## src/sv/dthr_pkg.sv

```systemverilog
// Shared types and constants for the depth tap/hold resolver.
`timescale 1ns / 1ps

package dthr_pkg;

    localparam int TIME_BITS     = 32;
    localparam int THR_BITS      = 16;
    localparam int OP_BITS       = 2;
    localparam int DEC_BITS      = 2;
    localparam int CFG_IDX_BITS  = 2;
    localparam int CFG_DATA_BITS = 16;

    localparam logic [OP_BITS-1:0] OP_PRESS   = 2'd0;
    localparam logic [OP_BITS-1:0] OP_UPDATE  = 2'd1;
    localparam logic [OP_BITS-1:0] OP_RELEASE = 2'd2;

    localparam logic [DEC_BITS-1:0] D_PENDING = 2'd0;
    localparam logic [DEC_BITS-1:0] D_TAP     = 2'd1;
    localparam logic [DEC_BITS-1:0] D_HOLD    = 2'd2;

    localparam logic [CFG_IDX_BITS-1:0] CFG_REST_LEVEL      = 2'd0;
    localparam logic [CFG_IDX_BITS-1:0] CFG_DEPTH_THRESHOLD = 2'd1;
    localparam logic [CFG_IDX_BITS-1:0] CFG_TIME_THRESHOLD  = 2'd2;

    localparam logic [THR_BITS-1:0] TIME_THRESHOLD_RESET = 16'd200;

    typedef struct packed {
        logic               fire;
        logic [OP_BITS-1:0] op;
    } t_step;

endpackage

```

## src/sv/dthr_in_if.sv

```systemverilog
// Valid/ready channel interfaces for input events and decisions.
`timescale 1ns / 1ps

interface dthr_in_if #(
    parameter int SAMPLE_BITS = 12
);
    logic                                valid;
    logic                                ready;
    logic [dthr_pkg::OP_BITS-1:0]        op;
    logic [SAMPLE_BITS-1:0]              sample;
    logic [dthr_pkg::TIME_BITS-1:0]      timestamp;

    modport source (output valid, output op, output sample, output timestamp, input ready);
    modport sink   (input valid, input op, input sample, input timestamp, output ready);
endinterface

interface dthr_out_if;
    logic                              valid;
    logic                              ready;
    logic [dthr_pkg::DEC_BITS-1:0]     decision;

    modport source (output valid, output decision, input ready);
    modport sink   (input valid, input decision, output ready);
endinterface

```

## src/sv/depth_tap_hold_resolver.sv

```systemverilog
// Top level of the depth tap/hold resolver: input and result registers.
// An accepted event is held in the input register; its decision is captured in the result
// register when the step fires and is offered from there.
// Throughput: one event per cycle while the receiver takes results; the state update
// and decision are one compare-and-update step between the input and result registers.
// Reset (synchronous, active low) empties both registers, sets the decision to
// pending, releases the key and restores the configuration defaults.
`timescale 1ns / 1ps

module depth_tap_hold_resolver #(
    parameter int SAMPLE_BITS = 12
) (
    input  logic                                 i_clk,
    input  logic                                 i_rst_n,
    dthr_in_if.sink                              i_in,
    dthr_out_if.source                           o_out,
    input  logic                                 i_cfg_we,
    input  logic [dthr_pkg::CFG_IDX_BITS-1:0]    i_cfg_idx,
    input  logic [dthr_pkg::CFG_DATA_BITS-1:0]   i_cfg_data
);
    logic                              r_in_valid;
    logic [dthr_pkg::OP_BITS-1:0]      r_in_op;
    logic [SAMPLE_BITS-1:0]            r_in_sample;
    logic [dthr_pkg::TIME_BITS-1:0]    r_in_timestamp;
    logic                              r_out_valid;
    logic [dthr_pkg::DEC_BITS-1:0]     r_out_decision;

    logic                              advance;
    logic                              in_take;
    dthr_pkg::t_step                   step;
    logic [SAMPLE_BITS-1:0]            rest_level;
    logic [SAMPLE_BITS-1:0]            depth_threshold;
    logic [dthr_pkg::THR_BITS-1:0]     time_threshold;
    logic [dthr_pkg::DEC_BITS-1:0]     decision;

    assign advance    = !r_out_valid || o_out.ready;
    assign i_in.ready = !r_in_valid || advance;
    assign in_take    = i_in.valid && i_in.ready;
    assign step.fire  = r_in_valid && advance;
    assign step.op    = r_in_op;

    dthr_cfg #(
        .SAMPLE_BITS (SAMPLE_BITS)
    ) u_cfg (
        .i_clk             (i_clk),
        .i_rst_n           (i_rst_n),
        .i_cfg_we          (i_cfg_we),
        .i_cfg_idx         (i_cfg_idx),
        .i_cfg_data        (i_cfg_data),
        .o_rest_level      (rest_level),
        .o_depth_threshold (depth_threshold),
        .o_time_threshold  (time_threshold)
    );

    dthr_core #(
        .SAMPLE_BITS (SAMPLE_BITS)
    ) u_core (
        .i_clk             (i_clk),
        .i_rst_n           (i_rst_n),
        .i_step            (step),
        .i_sample          (r_in_sample),
        .i_timestamp       (r_in_timestamp),
        .i_rest_level      (rest_level),
        .i_depth_threshold (depth_threshold),
        .i_time_threshold  (time_threshold),
        .o_decision        (decision)
    );

    always_ff @(posedge i_clk) begin
        if (!i_rst_n) begin
            r_in_valid <= 1'b0;
        end else if (i_in.ready) begin
            r_in_valid <= i_in.valid;
        end
    end

    always_ff @(posedge i_clk) begin
        if (in_take) begin
            r_in_op        <= i_in.op;
            r_in_sample    <= i_in.sample;
            r_in_timestamp <= i_in.timestamp;
        end
    end

    always_ff @(posedge i_clk) begin
        if (!i_rst_n) begin
            r_out_valid <= 1'b0;
        end else if (advance) begin
            r_out_valid <= r_in_valid;
        end
    end

    always_ff @(posedge i_clk) begin
        if (step.fire) begin
            r_out_decision <= decision;
        end
    end

    assign o_out.valid    = r_out_valid;
    assign o_out.decision = r_out_decision;

    a_item_moves: assert property (@(posedge i_clk) disable iff (!i_rst_n)
        step.fire |=> r_out_valid)
        else $error("processed event produced no result");

    a_no_overwrite: assert property (@(posedge i_clk) disable iff (!i_rst_n)
        r_out_valid && !o_out.ready |=> r_out_valid && $stable(r_out_decision))
        else $error("stalled result was overwritten");

    a_input_held: assert property (@(posedge i_clk) disable iff (!i_rst_n)
        r_in_valid && !advance
        |=> r_in_valid && $stable(r_in_op) && $stable(r_in_timestamp))
        else $error("waiting input was overwritten");
endmodule

```

## src/sv/dthr_cfg.sv

```systemverilog
// Configuration register file: rest level and the two thresholds.
`timescale 1ns / 1ps

module dthr_cfg #(
    parameter int SAMPLE_BITS = 12
) (
    input  logic                                 i_clk,
    input  logic                                 i_rst_n,
    input  logic                                 i_cfg_we,
    input  logic [dthr_pkg::CFG_IDX_BITS-1:0]    i_cfg_idx,
    input  logic [dthr_pkg::CFG_DATA_BITS-1:0]   i_cfg_data,
    output logic [SAMPLE_BITS-1:0]               o_rest_level,
    output logic [SAMPLE_BITS-1:0]               o_depth_threshold,
    output logic [dthr_pkg::THR_BITS-1:0]        o_time_threshold
);
    logic [SAMPLE_BITS-1:0]          r_rest_level;
    logic [SAMPLE_BITS-1:0]          r_depth_threshold;
    logic [dthr_pkg::THR_BITS-1:0]   r_time_threshold;

    always_ff @(posedge i_clk) begin
        if (!i_rst_n) begin
            r_rest_level      <= '0;
            r_depth_threshold <= '1;
            r_time_threshold  <= dthr_pkg::TIME_THRESHOLD_RESET;
        end else if (i_cfg_we) begin
            case (i_cfg_idx)
                dthr_pkg::CFG_REST_LEVEL: begin
                    r_rest_level <= i_cfg_data[SAMPLE_BITS-1:0];
                end
                dthr_pkg::CFG_DEPTH_THRESHOLD: begin
                    r_depth_threshold <= i_cfg_data[SAMPLE_BITS-1:0];
                end
                dthr_pkg::CFG_TIME_THRESHOLD: begin
                    r_time_threshold <= i_cfg_data[dthr_pkg::THR_BITS-1:0];
                end
                default: begin
                end
            endcase
        end
    end

    assign o_rest_level      = r_rest_level;
    assign o_depth_threshold = r_depth_threshold;
    assign o_time_threshold  = r_time_threshold;
endmodule

```

## src/sv/dthr_core.sv

```systemverilog
// Key state and the tap/hold decision logic applied to one event.
`timescale 1ns / 1ps

module dthr_core #(
    parameter int SAMPLE_BITS = 12
) (
    input  logic                              i_clk,
    input  logic                              i_rst_n,
    input  dthr_pkg::t_step                   i_step,
    input  logic [SAMPLE_BITS-1:0]            i_sample,
    input  logic [dthr_pkg::TIME_BITS-1:0]    i_timestamp,
    input  logic [SAMPLE_BITS-1:0]            i_rest_level,
    input  logic [SAMPLE_BITS-1:0]            i_depth_threshold,
    input  logic [dthr_pkg::THR_BITS-1:0]     i_time_threshold,
    output logic [dthr_pkg::DEC_BITS-1:0]     o_decision
);
    logic [dthr_pkg::DEC_BITS-1:0]   r_verdict;
    logic [dthr_pkg::TIME_BITS-1:0]  r_press_time;
    logic [SAMPLE_BITS-1:0]          r_peak;
    logic                            r_held;

    logic [dthr_pkg::DEC_BITS-1:0]   n_verdict;
    logic [dthr_pkg::TIME_BITS-1:0]  n_press_time;
    logic [SAMPLE_BITS-1:0]          n_peak;
    logic                            n_held;

    logic [SAMPLE_BITS-1:0]          depth;
    logic [SAMPLE_BITS-1:0]          peak_upd;
    logic [dthr_pkg::TIME_BITS-1:0]  elapsed;

    always_comb begin
        depth    = (i_sample > i_rest_level) ? (i_sample - i_rest_level) : '0;
        peak_upd = (depth > r_peak) ? depth : r_peak;
        elapsed  = i_timestamp - r_press_time;

        n_verdict    = r_verdict;
        n_press_time = r_press_time;
        n_peak       = r_peak;
        n_held       = r_held;
        if (i_step.fire) begin
            case (i_step.op)
                dthr_pkg::OP_PRESS: begin
                    n_verdict    = dthr_pkg::D_PENDING;
                    n_press_time = i_timestamp;
                    n_peak       = '0;
                    n_held       = 1'b1;
                end
                dthr_pkg::OP_UPDATE: begin
                    if (r_verdict == dthr_pkg::D_PENDING && r_held) begin
                        n_peak = peak_upd;
                        if (peak_upd >= i_depth_threshold ||
                            elapsed >= {{(dthr_pkg::TIME_BITS-dthr_pkg::THR_BITS){1'b0}},
                                        i_time_threshold}) begin
                            n_verdict = dthr_pkg::D_HOLD;
                        end
                    end
                end
                dthr_pkg::OP_RELEASE: begin
                    n_held = 1'b0;
                    if (r_verdict == dthr_pkg::D_PENDING) begin
                        n_verdict = dthr_pkg::D_TAP;
                    end
                end
                default: begin
                end
            endcase
        end
    end

    always_ff @(posedge i_clk) begin
        if (!i_rst_n) begin
            r_verdict    <= dthr_pkg::D_PENDING;
            r_press_time <= '0;
            r_peak       <= '0;
            r_held       <= 1'b0;
        end else begin
            r_verdict    <= n_verdict;
            r_press_time <= n_press_time;
            r_peak       <= n_peak;
            r_held       <= n_held;
        end
    end

    assign o_decision = n_verdict;

    a_press_arms: assert property (@(posedge i_clk) disable iff (!i_rst_n)
        i_step.fire && i_step.op == dthr_pkg::OP_PRESS
        |=> r_verdict == dthr_pkg::D_PENDING && r_held && r_peak == '0)
        else $error("press did not arm the key");

    a_release_decides: assert property (@(posedge i_clk) disable iff (!i_rst_n)
        i_step.fire && i_step.op == dthr_pkg::OP_RELEASE
        |=> !r_held && r_verdict != dthr_pkg::D_PENDING)
        else $error("release left the key pending or pressed");

    a_update_latched: assert property (@(posedge i_clk) disable iff (!i_rst_n)
        i_step.fire && i_step.op == dthr_pkg::OP_UPDATE &&
        (r_verdict != dthr_pkg::D_PENDING || !r_held)
        |=> $stable(r_verdict) && $stable(r_peak))
        else $error("update changed a latched or released key");
endmodule

```

## src/flat_wrapper.sv

```systemverilog
// flat-port wrapper written by rule: the top's interface ports become plain ports
module depth_tap_hold_resolver_flat 
#(
    parameter int SAMPLE_BITS = 12
)
  (i_clk, i_rst_n, i_cfg_we, i_cfg_idx, i_cfg_data, i_in_valid, i_in_op, i_in_sample, i_in_timestamp, i_in_ready, o_out_valid, o_out_decision, o_out_ready);
  dthr_in_if #(.SAMPLE_BITS(SAMPLE_BITS)) i_in_i ();
  dthr_out_if o_out_i ();
  input  logic i_clk;
  input  logic i_rst_n;
  input  logic i_cfg_we;
  input  logic [dthr_pkg::CFG_IDX_BITS-1:0] i_cfg_idx;
  input  logic [dthr_pkg::CFG_DATA_BITS-1:0] i_cfg_data;
  input wire logic [$bits(i_in_i.valid)-1:0] i_in_valid;
  input wire logic [$bits(i_in_i.op)-1:0] i_in_op;
  input wire logic [$bits(i_in_i.sample)-1:0] i_in_sample;
  input wire logic [$bits(i_in_i.timestamp)-1:0] i_in_timestamp;
  output wire logic [$bits(i_in_i.ready)-1:0] i_in_ready;
  output wire logic [$bits(o_out_i.valid)-1:0] o_out_valid;
  output wire logic [$bits(o_out_i.decision)-1:0] o_out_decision;
  input wire logic [$bits(o_out_i.ready)-1:0] o_out_ready;
  assign i_in_i.valid = i_in_valid;
  assign i_in_i.op = i_in_op;
  assign i_in_i.sample = i_in_sample;
  assign i_in_i.timestamp = i_in_timestamp;
  assign i_in_ready = i_in_i.ready;
  assign o_out_valid = o_out_i.valid;
  assign o_out_decision = o_out_i.decision;
  assign o_out_i.ready = o_out_ready;
  depth_tap_hold_resolver #(.SAMPLE_BITS(SAMPLE_BITS)) u_core (.i_clk(i_clk), .i_rst_n(i_rst_n), .i_in(i_in_i), .o_out(o_out_i), .i_cfg_we(i_cfg_we), .i_cfg_idx(i_cfg_idx), .i_cfg_data(i_cfg_data));
endmodule
```

## config.mk

```make
export PLATFORM = sky130hd
export DESIGN_NAME = depth_tap_hold_resolver_flat
export DESIGN_NICKNAME = d
export VERILOG_FILES = /design/src/sv/dthr_pkg.sv /design/src/sv/dthr_in_if.sv /design/src/sv/depth_tap_hold_resolver.sv /design/src/sv/dthr_cfg.sv /design/src/sv/dthr_core.sv /design/src/flat_wrapper.sv
export SDC_FILE = /design/constraint.sdc
export NUM_CORES = 1
export LEC_CHECK = 0
export ABC_AREA = 1
export BUFFER_PORTS_ARGS = -buffer_cell sky130_fd_sc_hd__buf_2
export CAP_MARGIN = 25
export CORE_MARGIN = 2
export CORE_UTILIZATION = 44
export DETAILED_ROUTE_END_ITERATION = 8
export GPL_TIMING_DRIVEN = 0
export SETUP_SLACK_MARGIN = 0.05
export SLEW_MARGIN = 15
export SYNTH_ARGS = -nofsm -noshare
export SYNTH_HDL_FRONTEND = slang
export SYNTH_SLANG_ARGS = --single-unit
```

## constraint.sdc

```tcl
create_clock -name i_clk -period 5.01 [get_ports i_clk]
set_clock_uncertainty 0.15 [all_clocks]
set_input_delay 0.7515 -clock i_clk [delete_from_list [all_inputs] [get_ports i_clk]]
set_output_delay 0.7515 -clock i_clk [all_outputs]
set_load 0.05 [all_outputs]
```

Word level (Yosys, flattened, before mapping)

Index checks and enable logic that the tools add are counted.

Register bits after elaboration: 137
Bits in latches: 0
Memory bits (writable): 0
ROM bits: 0
Output and inout port bits: 4
Word-level logic and storage cells: 53
Memories kept: 0

$add $sub $neg: 2
Multiply operators: 0
Div/mod/pow operators: 0
Order comparisons: 4
Eq/ne operators: 5
Shifts and indexed selects: 0
Mux-type cells: 10
Bitwise logic cells: 0
Reductions and logical operators: 19

Operators with widths:

| operator             | number |
|---|---|
| $mux W12             | 3 |
| $ge A32 B16 Y1       | 1 |
| $sub A32 B32 Y32     | 1 |
| $gt A12 B12 Y1       | 2 |
| $pmux W12 S2         | 1 |
| $ge A12 B12 Y1       | 1 |
| $sub A12 B12 Y12     | 1 |
| $reduce_and A2 Y1    | 5 |
| $mux W2              | 4 |
| $logic_not A2 Y1     | 3 |
| $pmux W2 S3          | 1 |
| $eq A2 B1 Y1 const B | 2 |
| $eq A2 B2 Y1 const B | 2 |
| $reduce_bool A2 Y1   | 2 |
| $logic_and A1 B1 Y1  | 3 |
| $logic_or A1 B1 Y1   | 3 |
| $reduce_and A3 Y1    | 1 |
| $logic_not A1 Y1     | 2 |
| $ne A2 B2 Y1 const B | 1 |
| $pmux W1 S2          | 1 |

Logic depth before layout (Yosys ltp)

Gate-level depths: netlist of run 1.

Depth in word-level cells: 10
Gate-level depth with buffers: 44

Cells and area by module

From an unflattened synthesis of run 1, not the netlist that was laid out.

Cells, all modules: 1332
Area, all modules: 9161.3 µm²

By module, submodules not included:

| module                  | times used | cells each | area an instance (µm²) | seq. area each (µm²) |
|---|---|---|---|---|
| dthr_core               | 1          | 1040       | 5997.0                 | 940.9 |
| dthr_cfg                | 1          | 231        | 1627.8                 | 800.8 |
| depth_tap_hold_resolver | 1          | 61         | 1536.5                 | 1481.4 |

Worst setup path before layout of run 1

OpenSTA, ideal clock, no wires.

Kind: reg2reg
From: register u_core.r_in_sample[0]
To: register u_core.r_out_decision (netlist bit u_core.o_out.decision[1]), data pin
Library setup time: 253 ps
Arrival time: 4218 ps
Path slack: 389 ps
Cell stages (with the launch flop): 41
Buffers on the path: 2
Path through: edfxtp_1 inv_1 ha_1 inv_1 fa_1 nand2_1 inv_2 nand2_1 nand2_2 nand3_1 nand4_1 nand2_2 buf_6 a21oi_2 o21ai_1 inv_1 ha_1 nand2_1 [... 5 more ...] a31oi_4 inv_2 buf_6 o21ai_1 inv_2 ha_1 a21oi_1 nor3_1 a211oi_1 nand2_1 nand2_1 nand2_1 nand2_1 nand2_1 nor2_1 nand3_1 nand2_1 nand2_1

Cells in the longest elaborated chain, start to end: 10
Elaborated cells between the ends (all ways): 11
Classes of those cells: 1 x add/sub; 3 x order compare; 6 x mux; 1 x reduce/logical

Ends and longest elaborated chain:

| element                                            | line                          | RTL |
|---|---|---|
| start, declared                                    | depth_tap_hold_resolver.sv:23 | `logic [SAMPLE_BITS-1:0] r_in_sample;` |
| start signal, assigned                             | depth_tap_hold_resolver.sv:80 | `r_in_sample <= i_in.sample;` |
| $sub A12 B12 Y12 or $gt A12 B12 Y1 (tied branches) | dthr_core.sv:32               | `depth = (i_sample > i_rest_level) ? (i_sample - i_rest_level) : '0;` |
| $mux W12 *                                         | dthr_core.sv:32               |  |
| $gt A12 B12 Y1                                     | dthr_core.sv:33               | `peak_upd = (depth > r_peak) ? depth : r_peak;` |
| $mux W12 *                                         | dthr_core.sv:33               |  |
| $ge A12 B12 Y1 *                                   | dthr_core.sv:51               | `if (peak_upd >= i_depth_threshold \|\|` |
| $logic_or A1 B1 Y1 *                               | dthr_core.sv:51               |  |
| $mux W2 *                                          | dthr_core.sv:51               |  |
| $mux W2 *                                          | dthr_core.sv:49               | `if (r_verdict == dthr_pkg::D_PENDING && r_held) begin` |
| $pmux W2 S3 *                                      | dthr_core.sv:41               | `case (i_step.op)` |
| $mux W2 *                                          | dthr_core.sv:40               | `if (i_step.fire) begin` |
| net u_core.decision (one bit)                      | depth_tap_hold_resolver.sv:34 | `logic [dthr_pkg::DEC_BITS-1:0] decision;` |
| end signal, assigned                               | depth_tap_hold_resolver.sv:95 | `r_out_decision <= decision;` |
| end, declared                                      | depth_tap_hold_resolver.sv:26 | `logic [dthr_pkg::DEC_BITS-1:0] r_out_decision;` |

The timed path passes the listed nets; every way through them passes the cells marked *.
A chain may end at the register's enable or synchronous reset.

Worst setup path in the final report of run 1

Ends and elaborated chain as after synthesis.

==> results.md, run 1 <==
* Average routed wire per standard cell at 14.4 µm
* GR Overflow Total at 0
* Via count of the first global-routing pass at 7554
* Slew @ Worst Pin at 759 ps
* Detailed-routing iteration count for the pre-antenna-repair pass at 5
* Bufs on Longest Clock Path at 2
* Effective utilization at floorplan at a little under half
* Antenna diode instance count at 0
* Power per unit of standard cell area at 327 mW/mm²
* Final standard cell count with taps included and fillers excluded at 1631
* Largest net degree at the start of global routing at 30
* Most frequent standard cell in the layout excluding fill and tap cells: nand2_1
* Post-place instance area at 0.00958 mm²
* Area of the die at approximately 0.021 mm²
* Adder and majority cell fraction of the synthesized area at 12.2%
* Number of warnings issued by yosys at 0
* Main area contributors after synthesis: dfxtp_1 (20%), edfxtp_1 (16%), nand2_1 (15%)
* Mux share of post-synthesis cell area at 0%
* Post-route ant nets at 0
* Count of buffering cells on the critical path with inverters included at 8
* Slack of the critical path at 50.9 ps
* Cell accounting for the most synthesized area: dfxtp_1
* Mean instance size in the synthesized netlist at 7.15 µm²
* Count of input and output buffers at a little over 70
* Io pins at 73
* Setup repair after global routing missed its margin: yes
* CTS H-tree depth at 4
* Worst VDD drop at 233 µV
* Sink count of the clock tree at 137
* Filler cell count at 1951
* Clock-pin slew on the worst setup and hold paths at 70 ps
* Class of the tightest hold or removal check: register to register
* Iteration-0 DRC count of the detailed router at 546
* Final number of hold-violating endpoints at 0
* Critical Path Sink Type: register
* Insertion delay of the later-clocked pin in the worst-skew pair at roughly 430 ps
* Complex-gate fraction of the synthesized area at 14.6%
* Wire length on met3 at 1170 µm
* DP Cell Count at between 1500 and 2000
* Max-slew violations at 0
* Root buffer selected by CTS: clkbuf_16
* Net count of the mapped netlist at 1394
* Top Layer Used: met4
* Antenna violations before repair at 0
* TritonCTS clock tree: yes
* Share of post-route cells with drive strength above 1 at between 10% and 20%
* Count of maximum capacitance violations at 0
* Gate power share at 29.0%
* Routed Wire Length at roughly 23000 µm
* Finish-stage setup viols at 0
* Static leakage at 5.07 nW
* Top Family by Delay on Critical Path: simple AND/OR/NAND/NOR gates
* Routed wire length on met2 at 9970 µm
* Stage delay of the slowest cell on the critical path at 390 ps
* Req. time, crit path at 5030 ps
* Library cell contributing the largest single delay on the critical path: edfxtp_1
* Finished layout cell area at 0.0106 mm²
* Worst hold margin at 310 ps
* Result of the run: finished, final reports clean
* Total power consumption of the routed design at roughly 3.5 mW
* Cell variety after synth at between 40 and 50
* Timing-limited maximum frequency at between 200 and 250 MHz
* Routability congestion estimate at 0.906
* Total Routing Usage GR at 22.4%
* Synth Register Bits at 137
* Wire length of the first global-routing pass at ~38000 µm
* Ratio of final minimum period to clock period at 99.0%
* Height of the chip at 146 µm
* Nets at between 1500 and 2000
* Type of element launching the critical path: register
* Power spent charging and discharging nets at 1.14 mW
* Area grow syn2layout at 19.7%
* Xor-xnor portion of the synthesized cell area at 2.17%
* Via density per instance at 4.88
* Core area at 0.0197 mm²
* Most frequent cells in the layout: nand2_1 (335), inv_1 (227), a21oi_1 (109)
* Wire length on met1 at 11900 µm
* Internal power summed over all cells at 2.33 mW
* Most prevalent standard cell on the critical path: inv_2
* Sequential share of the synthesized area at about 36%
* Sequential share of power at 35.3%
* Residual DRC at 0
* Hold-fix buffers, CTS at 0
* Clock share of power at 35.6%
* Post-DP HPWL at 17900 µm
* Worst slew margin relative to its limit at 49.4%
* Number of rows in the core area at roughly 50
* Top cell type's share of synthesized area at 20.1%
* Largest fanout on the critical path at 5
* Setup CP Type: register to register
* Sw Ratio at 32.9%
* Via count at 7956
* Worst EP arrival at 4980 ps
* Number of buffers added by the clock tree synthesis step at 17
* Main combinational cell family by area after synthesis: simple AND/OR/NAND/NOR gates
* Post-synthesis cell count at roughly 1200
* Post-synthesis simple-gate area fraction at 22.9%
* Synthesized cell area at 0.00887 mm²
* Die X-Extent at between 100 and 150 µm
* Final period demand of the worst path at 4960 ps
* Worst slack, placed at -300 ps
cell families (layout without fill, tap and decap cells):
family,after synthesis,after routing
simple gates,493,493
buf+inv,273,399
compound gates,230,230
flops,137,137
fa+ha+maj,85,85
xor+xnor,22,22
cell usage after synthesis, drive strengths merged:
cell type  number
nand2         350
inv           246
a21oi         119
dfxtp          89
ha             83
o21ai          76
nor2           72
edfxtp         48
nand3          36
clkbuf         22
xor2           18
nor3           16
o211ai         15
nand4          11
o21bai          6
a211oi          5
a21o            4
buf             4
xnor2           4
and2            3
nand3b          3
a31oi           2
fa              2
or2             2
a21boi          1
clkinv          1
o2111ai         1
o31ai           1
power by group through the flow:
stage                     clock [mW]  combinational (mW)  sequential (mW)
after floorplan                    0               0.593             1.25
final                           1.24                1.01             1.23
after CTS                       1.25               0.916             1.22
after global placement             0               0.790             1.25
after detailed placement           0               0.803             1.25
after global routing            1.29                1.13             1.23
repair_timing:
| item | 4_1_cts | 5_1_grt |
|---|---|---|
| cloned | 1 | 0 |
| endpoints found under the setup margin | 2 | 2 |
| resized for setup | 33 | 31 |
| buffers inserted | 17 | 4 |
| pin swaps | 22 | 26 |
final cells by class:
type	count	area [µm²]	share of cell area (%)
clock buffer	21	493	4.64
buffer	26	124	1.17
clock inverter	11	82.6	0.778
tap	265	332	3.12
multi-input combinational	830	4890	46.1
inverter	247	927	8.73
sequential	137	3220	30.4
timing repair buffer	94	546	5.14
worst register-to-register path, delay by kind of cell, from the launching register on:
kind / cells / cell delay (ps)
AOI/OAI and AO/OA: 7 / 990
adders and majority gates: 4 / 990
buffers and inverters: 8 / 680
DFF: 1 / 390
and+or+nand+nor: 18 / 1530
final timing paths:
check / slack, ps / end / from / cells past startpoint
hold / removal: 310 / u_core.u_core.r_press_time[14] / u_core.u_core.r_press_time[14] / 2
hold reg to reg: 310 / u_core.u_core.r_press_time[14] / u_core.u_core.r_press_time[14] / 2
setup / recovery: 50 / u_core.o_out.decision[1] / u_core.r_in_sample[0] / 37
setup reg to reg: 50 / u_core.o_out.decision[1] / u_core.r_in_sample[0] / 37
per-layer routing:
layer,up-vias,global-route usage (%)
li1,4190,-
met1,3562,32.1
met2,165,34.3
met3,39,5.11
met4,0,5.87
met5,-,0
per-stage QoR:
stage               setup TNS (ps)  util (%)
floorplan                        0         -
global placement              -383      48.6
detailed placement            -480      48.7
CTS                              0      53.0
global route                  -471      54.0
finish                           0      54.0
state kept, by name, indices dropped and copies added, names as in the netlist:
register / count
u_core.r_in_op: 2
u_core.u_core.r_held: 1
u_core.u_cfg.o_depth_threshold: 12
u_core.u_core.r_verdict: 2
u_core.u_cfg.o_time_threshold: 16
u_core.u_core.r_peak: 12
u_core.o_out.valid: 1
u_core.r_in_sample: 12
u_core.r_in_timestamp: 32
u_core.u_cfg.o_rest_level: 12
u_core.o_out.decision: 2
u_core.u_core.r_press_time: 32
u_core.r_in_valid: 1
(Power assumes the default switching activity.)
==> run 2: changes to the inputs <==
--- a/config.mk
+++ b/config.mk
@@ -5,11 +5,11 @@
 export SDC_FILE = /design/constraint.sdc
 export NUM_CORES = 1
 export LEC_CHECK = 0
-export ABC_AREA = 1
 export BUFFER_PORTS_ARGS = -buffer_cell sky130_fd_sc_hd__buf_2
 export CAP_MARGIN = 25
 export CORE_MARGIN = 2
 export CORE_UTILIZATION = 44
+export CTS_CLUSTER_DIAMETER = 80
 export DETAILED_ROUTE_END_ITERATION = 8
 export GPL_TIMING_DRIVEN = 0
 export SETUP_SLACK_MARGIN = 0.05
==> run 2 against run 1 <==
Net effect: the flow now finishes with violations (negative setup slack); hold slack improved by 1.5 ps; routed wire length decreased by 15%; via count shrank 15%; synthesized area shrank 7.3%; cell area fell by 6.0%; register-to-register slack worse by 1400 ps; total power is 8.7% lower; largest power group is now registers; largest cell class unchanged; maximum frequency shrank 23%; sequential share of layout area is 2.0 points higher.
==> results.md, run 2 <==
* Result of the run: finished, violations left
* Failing checks: negative setup slack
* Commonest cells in the netlist: nand2_1 (149), inv_1 (94), dfxtp_1 (89)
* Count of input and output buffers at a little over 70
* Synthesized cell area at 0.00823 mm²
* Finished layout cell area at 0.00998 mm²
* Largest fanout on the critical path at 10
* Mean instance size in the synthesized netlist at 8.78 µm²
* Finish-stage setup viols at 2
* CTS H-tree depth at 4
* Via density per instance at 5.24
* Iteration-0 DRC count of the detailed router at around 490
* Core area at 0.0185 mm²
* Filler cell count at 1751
* Power per unit of standard cell area at 317 mW/mm²
* Setup repair after global routing missed its margin: yes
* Share of post-route cells with drive strength above 1 at 17.4%
* Io pins at 73
* Ratio of final minimum period to clock period at 128%
* Worst VDD drop at 247 µV
* Setup crit start: u_core.r_in_sample[1]
* Worst slack, placed at -1960 ps
* Area grow syn2layout at 21.3%
* Bufs on Longest Clock Path at 2
* Share of flip-flops with an asynchronous set or reset after synthesis at 0%
* Wire length of the first global-routing pass at 32400 µm
* Stage delay of the slowest cell on the critical path at 490 ps
* Top cell type's share of synthesized area at 21.7%
* Total Routing Usage GR at 20.7%
* Most frequent cell after synthesis: nand2_1
* Final number of hold-violating endpoints at 0
* Detailed-routing iteration count for the pre-antenna-repair pass at 5
* Sink count of the clock tree at 137
* Final period demand of the worst path at 6410 ps
* Worst hold margin at 311 ps
* Largest net degree at the start of global routing at 31
* Residual DRC at 0
* Post-DP HPWL at 15000 µm
* Launch instance of the worst register-to-register path: u_core.r_in_sample[1]
* Class of the tightest hold or removal check: register to register
* Timing-limited maximum frequency at approximately 160 MHz
* Main area contributors after synthesis: dfxtp_1 (22%), edfxtp_1 (18%), ha_1 (13%)
* Total power consumption of the routed design at 3.17 mW
* Die X-Extent at 141 µm
* Sum of negative setup slack at -2760 ps
* Most frequent cells in the layout: nand2_1 (149), inv_1 (92), dfxtp_1 (89)
* Number of synthesized flops with an enable pin at 48
* Area of the die at between 0.015 and 0.02 mm²
* Req. time, crit path at 5030 ps
* Post-place instance area at 0.00904 mm²
* Post-route ant nets at 0
* Number of rows in the core area at 50
* Antenna diode instance count at 0
* Count of maximum capacitance violations at 0
* Post-synthesis cell count at 937
* Number of warnings issued by yosys at 0
* TritonCTS clock tree: yes
* Critical Path Sink Type: register
* Slack of the critical path at -1400 ps
* Worst EP arrival at 6430 ps
* Cell accounting for the most synthesized area: dfxtp_1
* Via count at 6791
* Cell variety after synth at 60
* Effective utilization at floorplan at 44.4%
* Type of element launching the critical path: register
* Top_reg_cell synth: dfxtp_1
* Via count of the first global-routing pass at 6361
* Root buffer selected by CTS: clkbuf_16
* Library cell contributing the largest single delay on the critical path: edfxtp_1
* Max-slew violations at 0
* GR Overflow Total at 0
* Nets at 1203
* Sequential share of the synthesized area at 39.2%
* Final standard cell count with taps included and fillers excluded at 1296
* Average routed wire per standard cell at 15.3 µm
* Antenna violations before repair at 0
* Static leakage at 3.91 nW
* Synth Register Bits at 137
* Routability congestion estimate at 0.893
* Core Util, Final at 53.9%
* Height of the chip at 141 µm
* Setup CP Type: register to register
* Worst slew margin relative to its limit at 33.3%
* DP Cell Count at 1243
* Most frequent standard cell in the layout excluding fill and tap cells: nand2_1
* Routed Wire Length at 19900 µm
* Number of buffers added by the clock tree synthesis step at 17
* Insertion delay of the later-clocked pin in the worst-skew pair at about 430 ps
* Hold Startpoint: u_core.u_core.r_press_time[5]
* Net count of the mapped netlist at 1091
* Slew @ Worst Pin at 992 ps
* Clock-pin slew on the worst setup and hold paths at 70 ps
## run 2: changes by cell type in the layout (fill, tap and decap cells not counted), moves of 9 or more
cell / delta
nand2_1: -186
a21boi_0: +49
nor2_1: -24
inv_2: -17
o21ai_2: -10
nand2_2: -13
a21o_1: +19
a22o_1: +9
nand3_1: -31
xnor2_1: +15
nor2b_1: +23
o21ai_0: -29
a21oi_1: -58
inv_1: -135
## run 2: power breakdown
group / total (mW) / internal, mW / switching [mW]
clock network: 1.22 / 0.669 / 0.555
registers: 1.22 / 1.20 / 0.0214
logic: 0.724 / 0.335 / 0.389
## run 2: final cells by class
| type | count | area, µm² | share of cell area [%] |
|---|---|---|---|
| clock buffer | 18 | 439 | 4.40 |
| buffer | 36 | 181 | 1.82 |
| sequential | 137 | 3220 | 32.3 |
| inverter | 94 | 353 | 3.54 |
| tap | 234 | 293 | 2.93 |
| clock inverter | 14 | 125 | 1.25 |
| multi-input combinational | 669 | 4810 | 48.2 |
| timing repair buffer | 94 | 551 | 5.52 |
## run 2: path summary, 6_finish.rpt
kind / slack (ps) / cells after the start / end
hold reg to reg: 310 / 2 / u_core.u_core.r_press_time[5]
setup / recovery: -1400 / 29 / u_core.o_out.decision[1]
setup reg to reg: -1400 / 29 / u_core.o_out.decision[1]
hold / removal: 310 / 2 / u_core.u_core.r_press_time[5]
## run 2: per-layer routing
layer / wire (µm) / global-route usage (%) / vias up
met3: 750 / 3.67 / 22
li1: - / - / 3502
met1: 9990 / 29.5 / 3140
met5: 0 / 0 / -
met4: 331 / 6.37 / 0
met2: 8780 / 31.9 / 127
## run 2: cell families (layout without fill, tap and decap cells)
kind of cell             Yosys count  after routing  share of synthesized area [%]
AND/OR/NAND/NOR                  295            295                           16.9
adder cells (fa/ha/maj)           85             85                           13.1
AO/OA/AOI/OAI                    250            250                           20.5
buffers and inverters            131            256                           6.02
XOR/XNOR                          33             33                           3.51
multiplexers                       6              6                          0.745
flip-flops                       137            137                           39.2
## run 2: worst max-delay path, delay by kind of cell, from the launching register on
family / cells / cell delay, ps
compound gates: 13 / 2080
fa+ha+maj: 3 / 830
simple gates: 10 / 2060
buf+inv: 3 / 540
flops: 1 / 490
## run 2: repair_timing
| item | CTS | global route |
|---|---|---|
| gates cloned | 1 | 0 |
| resized for setup | 22 | 15 |
| pin swaps | 16 | 11 |
| setup buffers | 18 | 3 |
| endpoints found under the setup margin | 2 | 12 |
| hold buffers | 0 | 0 |
